--- src/hdl/jdl_pkg.sv ---
// shared constants for the jittered dda line plotter
// widths, register indexes, command and mode codes and divider sizes; no dependencies
package jdl_pkg;

	localparam int COORD_BITS = 12;
	localparam int FRAC_BITS  = 16;
	localparam int ACC_BITS   = 32;
	localparam int RAND_BITS  = 15;
	localparam int SPREAD_BITS = 4;
	localparam int COLOR_BITS = 8;
	localparam int CFG_IDX_BITS = 3;
	localparam int CFG_DATA_BITS = COORD_BITS;

	// step count holds span + 1, one bit wider than a coordinate
	localparam int COUNT_BITS = COORD_BITS + 1;
	// dividend is the absolute span scaled to fixed point
	localparam int DIV_BITS   = COORD_BITS + FRAC_BITS;
	localparam int DIV_CNT_BITS = $clog2(DIV_BITS);
	// jittered position: integer part plus two guard bits
	localparam int POS_BITS   = ACC_BITS - FRAC_BITS + 2;

	localparam logic [CFG_IDX_BITS-1:0] REG_CLIP_LEFT    = 3'd0;
	localparam logic [CFG_IDX_BITS-1:0] REG_CLIP_TOP     = 3'd1;
	localparam logic [CFG_IDX_BITS-1:0] REG_CLIP_RIGHT   = 3'd2;
	localparam logic [CFG_IDX_BITS-1:0] REG_CLIP_BOTTOM  = 3'd3;
	localparam logic [CFG_IDX_BITS-1:0] REG_SPREAD_SHIFT = 3'd4;
	localparam logic [CFG_IDX_BITS-1:0] REG_PLOT_MODE    = 3'd5;
	localparam logic [CFG_IDX_BITS-1:0] REG_CENTER_COLOR = 3'd6;
	localparam logic [CFG_IDX_BITS-1:0] REG_EDGE_COLOR   = 3'd7;

	localparam logic CMD_LOAD = 1'b0;
	localparam logic CMD_STEP = 1'b1;

	localparam logic MODE_SINGLE = 1'b0;
	localparam logic MODE_PLUS   = 1'b1;

endpackage

--- src/hdl/jdl_if.sv ---
// valid/ready channel interfaces for the plotter command and pixel streams
// depends on jdl_pkg
interface jdl_cmd_if;
	logic valid;
	logic ready;
	logic command;
	logic signed [jdl_pkg::COORD_BITS-1:0] start_x;
	logic signed [jdl_pkg::COORD_BITS-1:0] start_y;
	logic signed [jdl_pkg::COORD_BITS-1:0] end_x;
	logic signed [jdl_pkg::COORD_BITS-1:0] end_y;
	logic [jdl_pkg::RAND_BITS-1:0] rand_x;
	logic [jdl_pkg::RAND_BITS-1:0] rand_y;

	modport source (output valid, command, start_x, start_y, end_x, end_y, rand_x, rand_y,
		input ready);
	modport sink (input valid, command, start_x, start_y, end_x, end_y, rand_x, rand_y,
		output ready);
endinterface

interface jdl_pix_if;
	logic valid;
	logic ready;
	logic [jdl_pkg::COORD_BITS-1:0] pix_x;
	logic [jdl_pkg::COORD_BITS-1:0] pix_y;
	logic [jdl_pkg::COLOR_BITS-1:0] pix_color;
	logic write_enable;
	logic line_finished;
	logic last;

	modport source (output valid, pix_x, pix_y, pix_color, write_enable, line_finished, last,
		input ready);
	modport sink (input valid, pix_x, pix_y, pix_color, write_enable, line_finished, last,
		output ready);
endinterface

--- src/hdl/jittered_dda_line_plotter_top.sv ---
// jittered dda line plotter, top level and only module
// depends on jdl_pkg and the channel interfaces in jdl_if.sv
// load: accept, the divider works through the x axis and then the y axis, then the
//   result is loaded into the output register
// step: accept, a position/clip state, then one result per cycle (one or five)
//   into the output register unless the sink stalls it; next transaction accepted after the last result
// the shared restoring divider (one subtract per cycle) sets the load time
// arst_n clears the sequencer, the line state and the config to their defaults
module jittered_dda_line_plotter_top (
	input  logic clk,
	input  logic arst_n,
	input  logic cfg_we,
	input  logic [jdl_pkg::CFG_IDX_BITS-1:0] cfg_index,
	input  logic [jdl_pkg::CFG_DATA_BITS-1:0] cfg_data,
	jdl_cmd_if.sink   cmd_in,
	jdl_pix_if.source pix_out
);
	import jdl_pkg::*;

	// sequencer codes
	localparam logic [1:0] S_IDLE = 2'd0;
	localparam logic [1:0] S_DIV  = 2'd1;
	localparam logic [1:0] S_STEP = 2'd2;
	localparam logic [1:0] S_EMIT = 2'd3;

	logic [1:0] state_q;

	// configuration registers
	logic [COORD_BITS-1:0] clip_left_q, clip_top_q, clip_right_q, clip_bottom_q;
	logic [SPREAD_BITS-1:0] spread_q;
	logic mode_q;
	logic [COLOR_BITS-1:0] center_color_q, edge_color_q;

	// line state
	logic [ACC_BITS-1:0] x_acc_q, y_acc_q, x_inc_q, y_inc_q;
	logic [COUNT_BITS-1:0] steps_q;

	// divider state
	logic [COUNT_BITS-1:0] div_t_q;
	logic [COUNT_BITS-1:0] rem_q;
	logic [DIV_BITS-1:0] dvd_q;
	logic [DIV_CNT_BITS-1:0] div_cnt_q;
	logic div_axis_q;
	logic neg_q, neg_y_q;
	logic [COORD_BITS-1:0] abs_dy_q;

	// step operands and emit state
	logic [RAND_BITS-1:0] rand_x_q, rand_y_q;
	logic [COORD_BITS-1:0] px_q, py_q;
	logic we_q, fin_q, plus_q;
	logic [2:0] emit_idx_q;

	// output register
	logic out_valid_q;
	logic [COORD_BITS-1:0] out_x_q, out_y_q;
	logic [COLOR_BITS-1:0] out_color_q;
	logic out_we_q, out_fin_q, out_last_q;

	logic cmd_fire;
	assign cmd_in.ready = (state_q == S_IDLE);
	assign cmd_fire = cmd_in.valid && (state_q == S_IDLE);

	assign pix_out.valid         = out_valid_q;
	assign pix_out.pix_x         = out_x_q;
	assign pix_out.pix_y         = out_y_q;
	assign pix_out.pix_color     = out_color_q;
	assign pix_out.write_enable  = out_we_q;
	assign pix_out.line_finished = out_fin_q;
	assign pix_out.last          = out_last_q;

	// load setup: spans, their magnitudes and the step count
	logic signed [COORD_BITS:0] ddx, ddy;
	logic [COORD_BITS-1:0] abs_dx, abs_dy;
	logic [COUNT_BITS-1:0] span_t;

	always_comb begin
		ddx = {cmd_in.end_x[COORD_BITS-1], cmd_in.end_x}
			- {cmd_in.start_x[COORD_BITS-1], cmd_in.start_x};
		ddy = {cmd_in.end_y[COORD_BITS-1], cmd_in.end_y}
			- {cmd_in.start_y[COORD_BITS-1], cmd_in.start_y};
		abs_dx = ddx[COORD_BITS] ? COORD_BITS'(-ddx) : ddx[COORD_BITS-1:0];
		abs_dy = ddy[COORD_BITS] ? COORD_BITS'(-ddy) : ddy[COORD_BITS-1:0];
		span_t = (abs_dx > abs_dy) ? ({1'b0, abs_dx} + 1'b1) : ({1'b0, abs_dy} + 1'b1);
	end

	// shared divider datapath: one restoring step per cycle
	logic [COUNT_BITS:0] trial, diff;
	logic qbit;
	logic [DIV_BITS-1:0] quo_next;
	logic [ACC_BITS-1:0] quo_signed;

	always_comb begin
		trial = {rem_q, dvd_q[DIV_BITS-1]};
		diff = trial - {1'b0, div_t_q};
		qbit = (trial >= {1'b0, div_t_q});
		quo_next = {dvd_q[DIV_BITS-2:0], qbit};
		quo_signed = neg_q ? (-ACC_BITS'(quo_next)) : ACC_BITS'(quo_next);
	end

	// jittered position and clip test
	logic [SPREAD_BITS-1:0] shamt;
	logic signed [POS_BITS-1:0] half, pos_x, pos_y;
	logic signed [POS_BITS-1:0] cl, ct, cr, cb;
	logic pass;

	always_comb begin
		shamt = SPREAD_BITS'(RAND_BITS) - spread_q;
		half = POS_BITS'(1) << spread_q;
		pos_x = POS_BITS'($signed(x_acc_q[ACC_BITS-1:FRAC_BITS]))
			+ $signed(POS_BITS'(rand_x_q >> shamt)) - half;
		pos_y = POS_BITS'($signed(y_acc_q[ACC_BITS-1:FRAC_BITS]))
			+ $signed(POS_BITS'(rand_y_q >> shamt)) - half;
		cl = $signed(POS_BITS'(clip_left_q));
		ct = $signed(POS_BITS'(clip_top_q));
		cr = $signed(POS_BITS'(clip_right_q));
		cb = $signed(POS_BITS'(clip_bottom_q));
		if (mode_q == MODE_PLUS) begin
			pass = (pos_x > cl) && (pos_y > ct) && (pos_x < cr) && (pos_y < cb);
		end else begin
			pass = (pos_x >= cl) && (pos_y >= ct) && (pos_x <= cr) && (pos_y <= cb);
		end
	end

	// configuration writes
	always_ff @(posedge clk or negedge arst_n) begin
		if (!arst_n) begin
			clip_left_q    <= '0;
			clip_top_q     <= '0;
			clip_right_q   <= COORD_BITS'(319);
			clip_bottom_q  <= COORD_BITS'(199);
			spread_q       <= '0;
			mode_q         <= MODE_SINGLE;
			center_color_q <= '0;
			edge_color_q   <= '0;
		end else if (cfg_we) begin
			unique case (cfg_index)
				REG_CLIP_LEFT:    clip_left_q    <= cfg_data;
				REG_CLIP_TOP:     clip_top_q     <= cfg_data;
				REG_CLIP_RIGHT:   clip_right_q   <= cfg_data;
				REG_CLIP_BOTTOM:  clip_bottom_q  <= cfg_data;
				REG_SPREAD_SHIFT: spread_q       <= cfg_data[SPREAD_BITS-1:0];
				REG_PLOT_MODE:    mode_q         <= cfg_data[0];
				REG_CENTER_COLOR: center_color_q <= cfg_data[COLOR_BITS-1:0];
				REG_EDGE_COLOR:   edge_color_q   <= cfg_data[COLOR_BITS-1:0];
				default: ;
			endcase
		end
	end

	// emit selection for the current result of a step or load
	logic out_load;
	logic [COORD_BITS-1:0] sel_x, sel_y;
	logic [COLOR_BITS-1:0] sel_color;
	logic sel_last;

	assign out_load = (state_q == S_EMIT) && (!out_valid_q || pix_out.ready);

	always_comb begin
		sel_x = px_q;
		sel_y = py_q;
		sel_color = we_q ? edge_color_q : '0;
		sel_last = 1'b0;
		unique case (emit_idx_q)
			3'd0: begin
				sel_color = we_q ? center_color_q : '0;
				sel_last = !plus_q;
			end
			3'd1: sel_y = py_q + 1'b1;
			3'd2: sel_y = py_q - 1'b1;
			3'd3: sel_x = px_q - 1'b1;
			3'd4: begin
				sel_x = px_q + 1'b1;
				sel_last = 1'b1;
			end
			default: sel_last = 1'b1;
		endcase
	end

	// output register, holds a result until the sink takes the transaction
	always_ff @(posedge clk or negedge arst_n) begin
		if (!arst_n) begin
			out_valid_q <= 1'b0;
		end else if (out_load) begin
			out_valid_q <= 1'b1;
		end else if (pix_out.ready) begin
			out_valid_q <= 1'b0;
		end
	end

	always_ff @(posedge clk) begin
		if (out_load) begin
			out_x_q     <= sel_x;
			out_y_q     <= sel_y;
			out_color_q <= sel_color;
			out_we_q    <= we_q;
			out_fin_q   <= fin_q;
			out_last_q  <= sel_last;
		end
	end

	// sequencer and line state
	always_ff @(posedge clk or negedge arst_n) begin
		if (!arst_n) begin
			state_q <= S_IDLE;
			x_acc_q <= '0;
			y_acc_q <= '0;
			x_inc_q <= '0;
			y_inc_q <= '0;
			steps_q <= '0;
			emit_idx_q <= '0;
		end else begin
			unique case (state_q)
				S_IDLE: begin
					if (cmd_fire) begin
						if (cmd_in.command == CMD_LOAD) begin
							// accumulators start at the scaled start point
							x_acc_q <= ACC_BITS'($signed(cmd_in.start_x)) << FRAC_BITS;
							y_acc_q <= ACC_BITS'($signed(cmd_in.start_y)) << FRAC_BITS;
							steps_q <= span_t;
							state_q <= S_DIV;
						end else if (steps_q == '0) begin
							// exhausted line: one empty result, nothing changes
							emit_idx_q <= '0;
							state_q <= S_EMIT;
						end else begin
							state_q <= S_STEP;
						end
					end
				end
				S_DIV: begin
					if (div_cnt_q == '0) begin
						if (!div_axis_q) begin
							x_inc_q <= quo_signed;
						end else begin
							y_inc_q <= quo_signed;
							emit_idx_q <= '0;
							state_q <= S_EMIT;
						end
					end
				end
				S_STEP: begin
					steps_q <= steps_q - 1'b1;
					x_acc_q <= x_acc_q + x_inc_q;
					y_acc_q <= y_acc_q + y_inc_q;
					emit_idx_q <= '0;
					state_q <= S_EMIT;
				end
				S_EMIT: begin
					if (out_load) begin
						if (sel_last) begin
							state_q <= S_IDLE;
						end else begin
							emit_idx_q <= emit_idx_q + 1'b1;
						end
					end
				end
				default: state_q <= S_IDLE;
			endcase
		end
	end

	// divider and emit payload registers
	always_ff @(posedge clk) begin
		unique case (state_q)
			S_IDLE: begin
				if (cmd_fire) begin
					rand_x_q <= cmd_in.rand_x;
					rand_y_q <= cmd_in.rand_y;
					// load result and exhausted step both carry zero pixel fields
					px_q   <= '0;
					py_q   <= '0;
					we_q   <= 1'b0;
					plus_q <= 1'b0;
					fin_q  <= (cmd_in.command == CMD_STEP);
					div_t_q <= span_t;
					rem_q <= '0;
					dvd_q <= {abs_dx, FRAC_BITS'(0)};
					div_cnt_q <= DIV_CNT_BITS'(DIV_BITS - 1);
					div_axis_q <= 1'b0;
					neg_q <= ddx[COORD_BITS];
					neg_y_q <= ddy[COORD_BITS];
					abs_dy_q <= abs_dy;
				end
			end
			S_DIV: begin
				if (div_cnt_q == '0) begin
					// second axis reuses the same subtractor
					rem_q <= '0;
					dvd_q <= {abs_dy_q, FRAC_BITS'(0)};
					div_cnt_q <= DIV_CNT_BITS'(DIV_BITS - 1);
					div_axis_q <= 1'b1;
					neg_q <= neg_y_q;
				end else begin
					rem_q <= qbit ? diff[COUNT_BITS-1:0] : trial[COUNT_BITS-1:0];
					dvd_q <= quo_next;
					div_cnt_q <= div_cnt_q - 1'b1;
				end
			end
			S_STEP: begin
				fin_q  <= (steps_q == COUNT_BITS'(1));
				we_q   <= pass;
				plus_q <= pass && (mode_q == MODE_PLUS);
				px_q   <= pass ? pos_x[COORD_BITS-1:0] : '0;
				py_q   <= pass ? pos_y[COORD_BITS-1:0] : '0;
			end
			S_EMIT: ;
			default: ;
		endcase
	end

endmodule
--- src/flat_wrapper.sv ---
// flat-port wrapper written by rule: the top's interface ports become plain ports
module jittered_dda_line_plotter_top_flat import jdl_pkg::*;
  (clk, arst_n, cfg_we, cfg_index, cfg_data, cmd_in_valid, cmd_in_command, cmd_in_start_x, cmd_in_start_y, cmd_in_end_x, cmd_in_end_y, cmd_in_rand_x, cmd_in_rand_y, cmd_in_ready, pix_out_valid, pix_out_pix_x, pix_out_pix_y, pix_out_pix_color, pix_out_write_enable, pix_out_line_finished, pix_out_last, pix_out_ready);
  jdl_cmd_if cmd_in_i ();
  jdl_pix_if pix_out_i ();
  input  logic clk;
  input  logic arst_n;
  input  logic cfg_we;
  input  logic [jdl_pkg::CFG_IDX_BITS-1:0] cfg_index;
  input  logic [jdl_pkg::CFG_DATA_BITS-1:0] cfg_data;
  input wire logic [$bits(cmd_in_i.valid)-1:0] cmd_in_valid;
  input wire logic [$bits(cmd_in_i.command)-1:0] cmd_in_command;
  input wire logic [$bits(cmd_in_i.start_x)-1:0] cmd_in_start_x;
  input wire logic [$bits(cmd_in_i.start_y)-1:0] cmd_in_start_y;
  input wire logic [$bits(cmd_in_i.end_x)-1:0] cmd_in_end_x;
  input wire logic [$bits(cmd_in_i.end_y)-1:0] cmd_in_end_y;
  input wire logic [$bits(cmd_in_i.rand_x)-1:0] cmd_in_rand_x;
  input wire logic [$bits(cmd_in_i.rand_y)-1:0] cmd_in_rand_y;
  output wire logic [$bits(cmd_in_i.ready)-1:0] cmd_in_ready;
  output wire logic [$bits(pix_out_i.valid)-1:0] pix_out_valid;
  output wire logic [$bits(pix_out_i.pix_x)-1:0] pix_out_pix_x;
  output wire logic [$bits(pix_out_i.pix_y)-1:0] pix_out_pix_y;
  output wire logic [$bits(pix_out_i.pix_color)-1:0] pix_out_pix_color;
  output wire logic [$bits(pix_out_i.write_enable)-1:0] pix_out_write_enable;
  output wire logic [$bits(pix_out_i.line_finished)-1:0] pix_out_line_finished;
  output wire logic [$bits(pix_out_i.last)-1:0] pix_out_last;
  input wire logic [$bits(pix_out_i.ready)-1:0] pix_out_ready;
  assign cmd_in_i.valid = cmd_in_valid;
  assign cmd_in_i.command = cmd_in_command;
  assign cmd_in_i.start_x = cmd_in_start_x;
  assign cmd_in_i.start_y = cmd_in_start_y;
  assign cmd_in_i.end_x = cmd_in_end_x;
  assign cmd_in_i.end_y = cmd_in_end_y;
  assign cmd_in_i.rand_x = cmd_in_rand_x;
  assign cmd_in_i.rand_y = cmd_in_rand_y;
  assign cmd_in_ready = cmd_in_i.ready;
  assign pix_out_valid = pix_out_i.valid;
  assign pix_out_pix_x = pix_out_i.pix_x;
  assign pix_out_pix_y = pix_out_i.pix_y;
  assign pix_out_pix_color = pix_out_i.pix_color;
  assign pix_out_write_enable = pix_out_i.write_enable;
  assign pix_out_line_finished = pix_out_i.line_finished;
  assign pix_out_last = pix_out_i.last;
  assign pix_out_i.ready = pix_out_ready;
  jittered_dda_line_plotter_top u_core (.clk(clk), .arst_n(arst_n), .cfg_we(cfg_we), .cfg_index(cfg_index), .cfg_data(cfg_data), .cmd_in(cmd_in_i), .pix_out(pix_out_i));
endmodule
--- config.mk ---
export PLATFORM = sky130hd
export DESIGN_NAME = jittered_dda_line_plotter_top_flat
export DESIGN_NICKNAME = d
export VERILOG_FILES = /design/src/hdl/jdl_pkg.sv /design/src/hdl/jdl_if.sv /design/src/hdl/jittered_dda_line_plotter_top.sv /design/src/flat_wrapper.sv
export SDC_FILE = /design/constraint.sdc
export NUM_CORES = 1
export LEC_CHECK = 0
export BUFFER_PORTS_ARGS = -buffer_cell sky130_fd_sc_hd__buf_2
export CAP_MARGIN = 20
export CORE_MARGIN = 2
export CORE_UTILIZATION = 35
export DETAILED_ROUTE_END_ITERATION = 7
export GPL_ROUTABILITY_DRIVEN = 0
export PLACE_DENSITY = 0.55
export SLEW_MARGIN = 25
export SYNTH_ARGS = -nofsm -noshare
export SYNTH_HDL_FRONTEND = slang
export SYNTH_SLANG_ARGS = --single-unit
--- constraint.sdc ---
create_clock -name clk -period 6.2 [get_ports clk]
set_clock_uncertainty 0.15 [all_clocks]
set_input_delay 0.62 -clock clk [delete_from_list [all_inputs] [get_ports clk]]
set_output_delay 0.62 -clock clk [all_outputs]
set_load 0.05 [all_outputs]
==> flow_summary_export.csv <==
group,metric,value,unit
status,violations,"negative setup slack",
synth,yosys.area.top_type,"dfrtp_1",
layout,layout_commonest_cell,"nand2_1",
detailed_routing,first_pass_iters,5,
pwr,p_leak,15.2,nW
clock_network,clockBufferDepth,3,
detailed_routing,viasPerCell,5.10,
timing,finalSetupViolCount,25,
clock_network,htree_num_levels,2,
setup_path,arrival,6790,ps
synth,ys_seq_elements,382,
clock_network,cts.sinks,382,
pwr,power_density,593,mW/mm²
timing,max_freq,0.155,GHz
grt,grt_pass1_vias,22200,
die,ios,136,
grt,grt_pass1_wl,127000,µm
setup_path,critPathMaxFanout,11,
synth,avgSynthCellArea,9.22,µm²
synth,synthesis.area,0.0275,mm²
layout,final_util,43.3,%
die,die_area,0.0810,mm²
synth,synth_edf_count,166,
detailed_routing,routedWlPerCell,18.1,µm
timing,maxSlewViolCount,0,
die,start_util,35.4,%
layout,finalInstanceArea,0.0336,mm²
clock_network,tritoncts,"yes",
detailed_routing,drcViolationCount,0,
flow_run,timing.max_cap.violations,0,
setup_path,start_kind,"register",
grt,antenna_found_initial,3,
place,io_buffers,135,
hold_path,hp-class,"input port to register",
setup_path,worstPathRequired,6530,ps
grt,grt.overflow.total,0,
pwr,ir_drop,0.000353,V
detailed_routing,drt_wl_total,80500,µm
setup_path,worstSetupPathType,"register to register",
synth,synthArstFlopShare,56.5,%
detailed_routing,ant_nets,0,
timing,slew_headroom,36.8,%
setup_path,slowest_stage,"or4b_4",
layout,nNetsFinal,3743,
timing,hold_violations,0,
grt,grt_max_degree,98,
status,status,"complete, but fails checks",
setup_path,critPathMaxStageDelay,460,ps
clock_network,cts_root_buffer,"clkbuf_16",
layout,layout_common_cells,"377 x nand2_1, 292 x buf_4, 264 x inv_1",
clock_network,clk_pin_slew,70,ps
clock_network,numCtsBuffers,46,
place,pre_cts_ws,-515,ps
layout,layout-drive-gt1-share,21.1,%
clock_network,clock_latency,610,ps
synth,synthesis.nets,3356,
timing,rsz0062_at_grt,"yes",
place,dpl_cell_area,0.0313,mm²
detailed_routing,drt_iter0_markers,1483,
grt,grt_usage,19.7,%
die,die_w,285,µm
timing,timing.final.ws_setup,-265,ps
synth,synthTopCellsByArea,"dfrtp_1 19%, edfxtp_1 18%, ha_1 11%, nand2_1 5.1%, o21ai_0 4.3%",
die,core,0.0777,mm²
detailed_routing,vias,22700,
timing,fin_crit_sh,104,%
synth,ys_types,109,
timing,period_needed,6470,ps
synth,yosys_warnings,0,
timing,timing.hold.ws,39.3,ps
die,fp.dieH,285,µm
timing,tightest_slew,936,ps
place,hpwl,61700,µm
place,dp_cells,4328,
synth,synth-main-ff-cell,"dfrtp_1",
synth,netlist.area_leader.share,18.5,%
setup_path,cp-end-kind,"register",
layout,syn_to_final_growth,22.1,%
synth,ys_seq_area_share,37.8,%
synth,synthCells,2987,
die,fp-row-count,102,
layout,fin_cells,4453,
-- power breakdown --
part	leakage (nW)	switching, W	internal [W]
Sequential	4.33	0.000543	0.00358
Combinational	10.1	0.00713	0.00582
Clock	0.779	0.00115	0.00171
-- registers in the layout (all words and copies together), names as in the netlist, 4 cells and up --
register	cells
u_core.center_color_q	8
u_core.clip_top_q	12
u_core.rand_x_q	15
u_core.pix_out.pix_color	8
u_core.x_acc_q	32
u_core.clip_right_q	12
u_core.y_inc_q	32
u_core.clip_left_q	12
u_core.rand_y_q	15
u_core.py_q	12
u_core.div_t_q	13
u_core.y_acc_q	32
u_core.edge_color_q	8
u_core.px_q	12
u_core.pix_out.pix_x	12
u_core.dvd_q	28
u_core.abs_dy_q	12
u_core.clip_bottom_q	12
u_core.div_cnt_q	5
u_core.x_inc_q	32
u_core.spread_q	4
u_core.pix_out.pix_y	12
u_core.rem_q	13
u_core.steps_q	13
-- area by class of cell --
class	count	area, µm²
inverter	273	1030
timing repair buffer	443	3150
clock buffer	66	1330
clock inverter	20	280
multi-input combinational	2228	16100
antenna	1	2.50
sequential	382	10400
tap	1040	1300
fill	7635	44100
-- critical path, delay by kind of cell, from the launching register on --
| family | cells | cell delay [ps] |
|---|---|---|
| AO/OA/AOI/OAI | 11 | 1750 |
| XOR/XNOR | 1 | 250 |
| adder cells (fa/ha/maj) | 3 | 910 |
| buffers and inverters | 7 | 920 |
| flip-flops | 1 | 440 |
| multiplexers | 1 | 310 |
| AND/OR/NAND/NOR | 10 | 1610 |
-- logic make-up after synthesis --
family / Yosys count / synth area share (%)
buffers and inverters: 377 / 5.21
AOI/OAI and AO/OA: 790 / 18.5
adders and majority gates: 270 / 13.3
and+or+nand+nor: 885 / 15.1
muxes: 108 / 4.31
xor gates and xnor gates: 175 / 5.76
DFF: 382 / 37.8
-- synth_stat cells (all sizes together) (9+ instances only) --
cell,number
nor4,15
nor3b,9
xnor2,98
a211oi,22
a21boi,16
nand2b,27
edfxtp,166
clkbuf,77
a31oi,29
nand2,378
dfrtp,204
o21ai,253
and2,13
xor2,75
ha,233
and3,27
o21a,32
nand4,24
a21oi,189
fa,37
o41ai,10
o21bai,24
nor2,173
o211ai,19
nand3,63
inv,272
dfstp,12
or3,33
mux2i,53
o31ai,26
a21o,75
mux2,52
nor3,53
nor2b,37
a22oi,9
buf,27
-- stage by stage --
step | setup TNS [ps] | total power (W)
2_1_floorplan | 0 | 0.0114
3_3_place_gp | -8790 | 0.0158
3_5_place_dp | -13100 | 0.0158
4_1_cts | -8500 | 0.0193
5_1_grt | -12670 | 0.0215
6_report | -5960 | 0.0199
-- final timing paths --
kind	from	end	slack, ps	cells after the start
max reg2reg	u_core.spread_q[1]	u_core.py_q[2]	-270	33
max	u_core.spread_q[1]	u_core.py_q[2]	-270	33
min reg2reg	u_core.fin_q	u_core.pix_out.line_finished	270	0
min in group asynchronous	arst_n	u_core.pix_out.valid	480	2
max in group asynchronous	arst_n	u_core.spread_q[1]	4020	3
min	cmd_in_rand_x[0]	u_core.rand_x_q[0]	40	1
-- metal layers --
metal  track usage [%]  share of wire [%]  up-vias
li1                  -                  -    11400
met3              2.87                4.6       96
met1              28.5                 49    10800
met5                 0              0.016        -
met4              5.12                2.4        2
met2              30.8                 44      485
-- timing repair --
| action | in CTS | in global routing |
|---|---|---|
| pin swaps | 29 | 60 |
| gates cloned | 3 | 0 |
| endpoints found under the setup margin | 25 | 26 |
| endpoints found under the hold margin | 94 | 0 |
| hold buffers | 1 | 0 |
| resized for setup | 31 | 75 |
| buffers inserted | 29 | 5 |
Note: power is estimated with default switching activity, not from simulation.
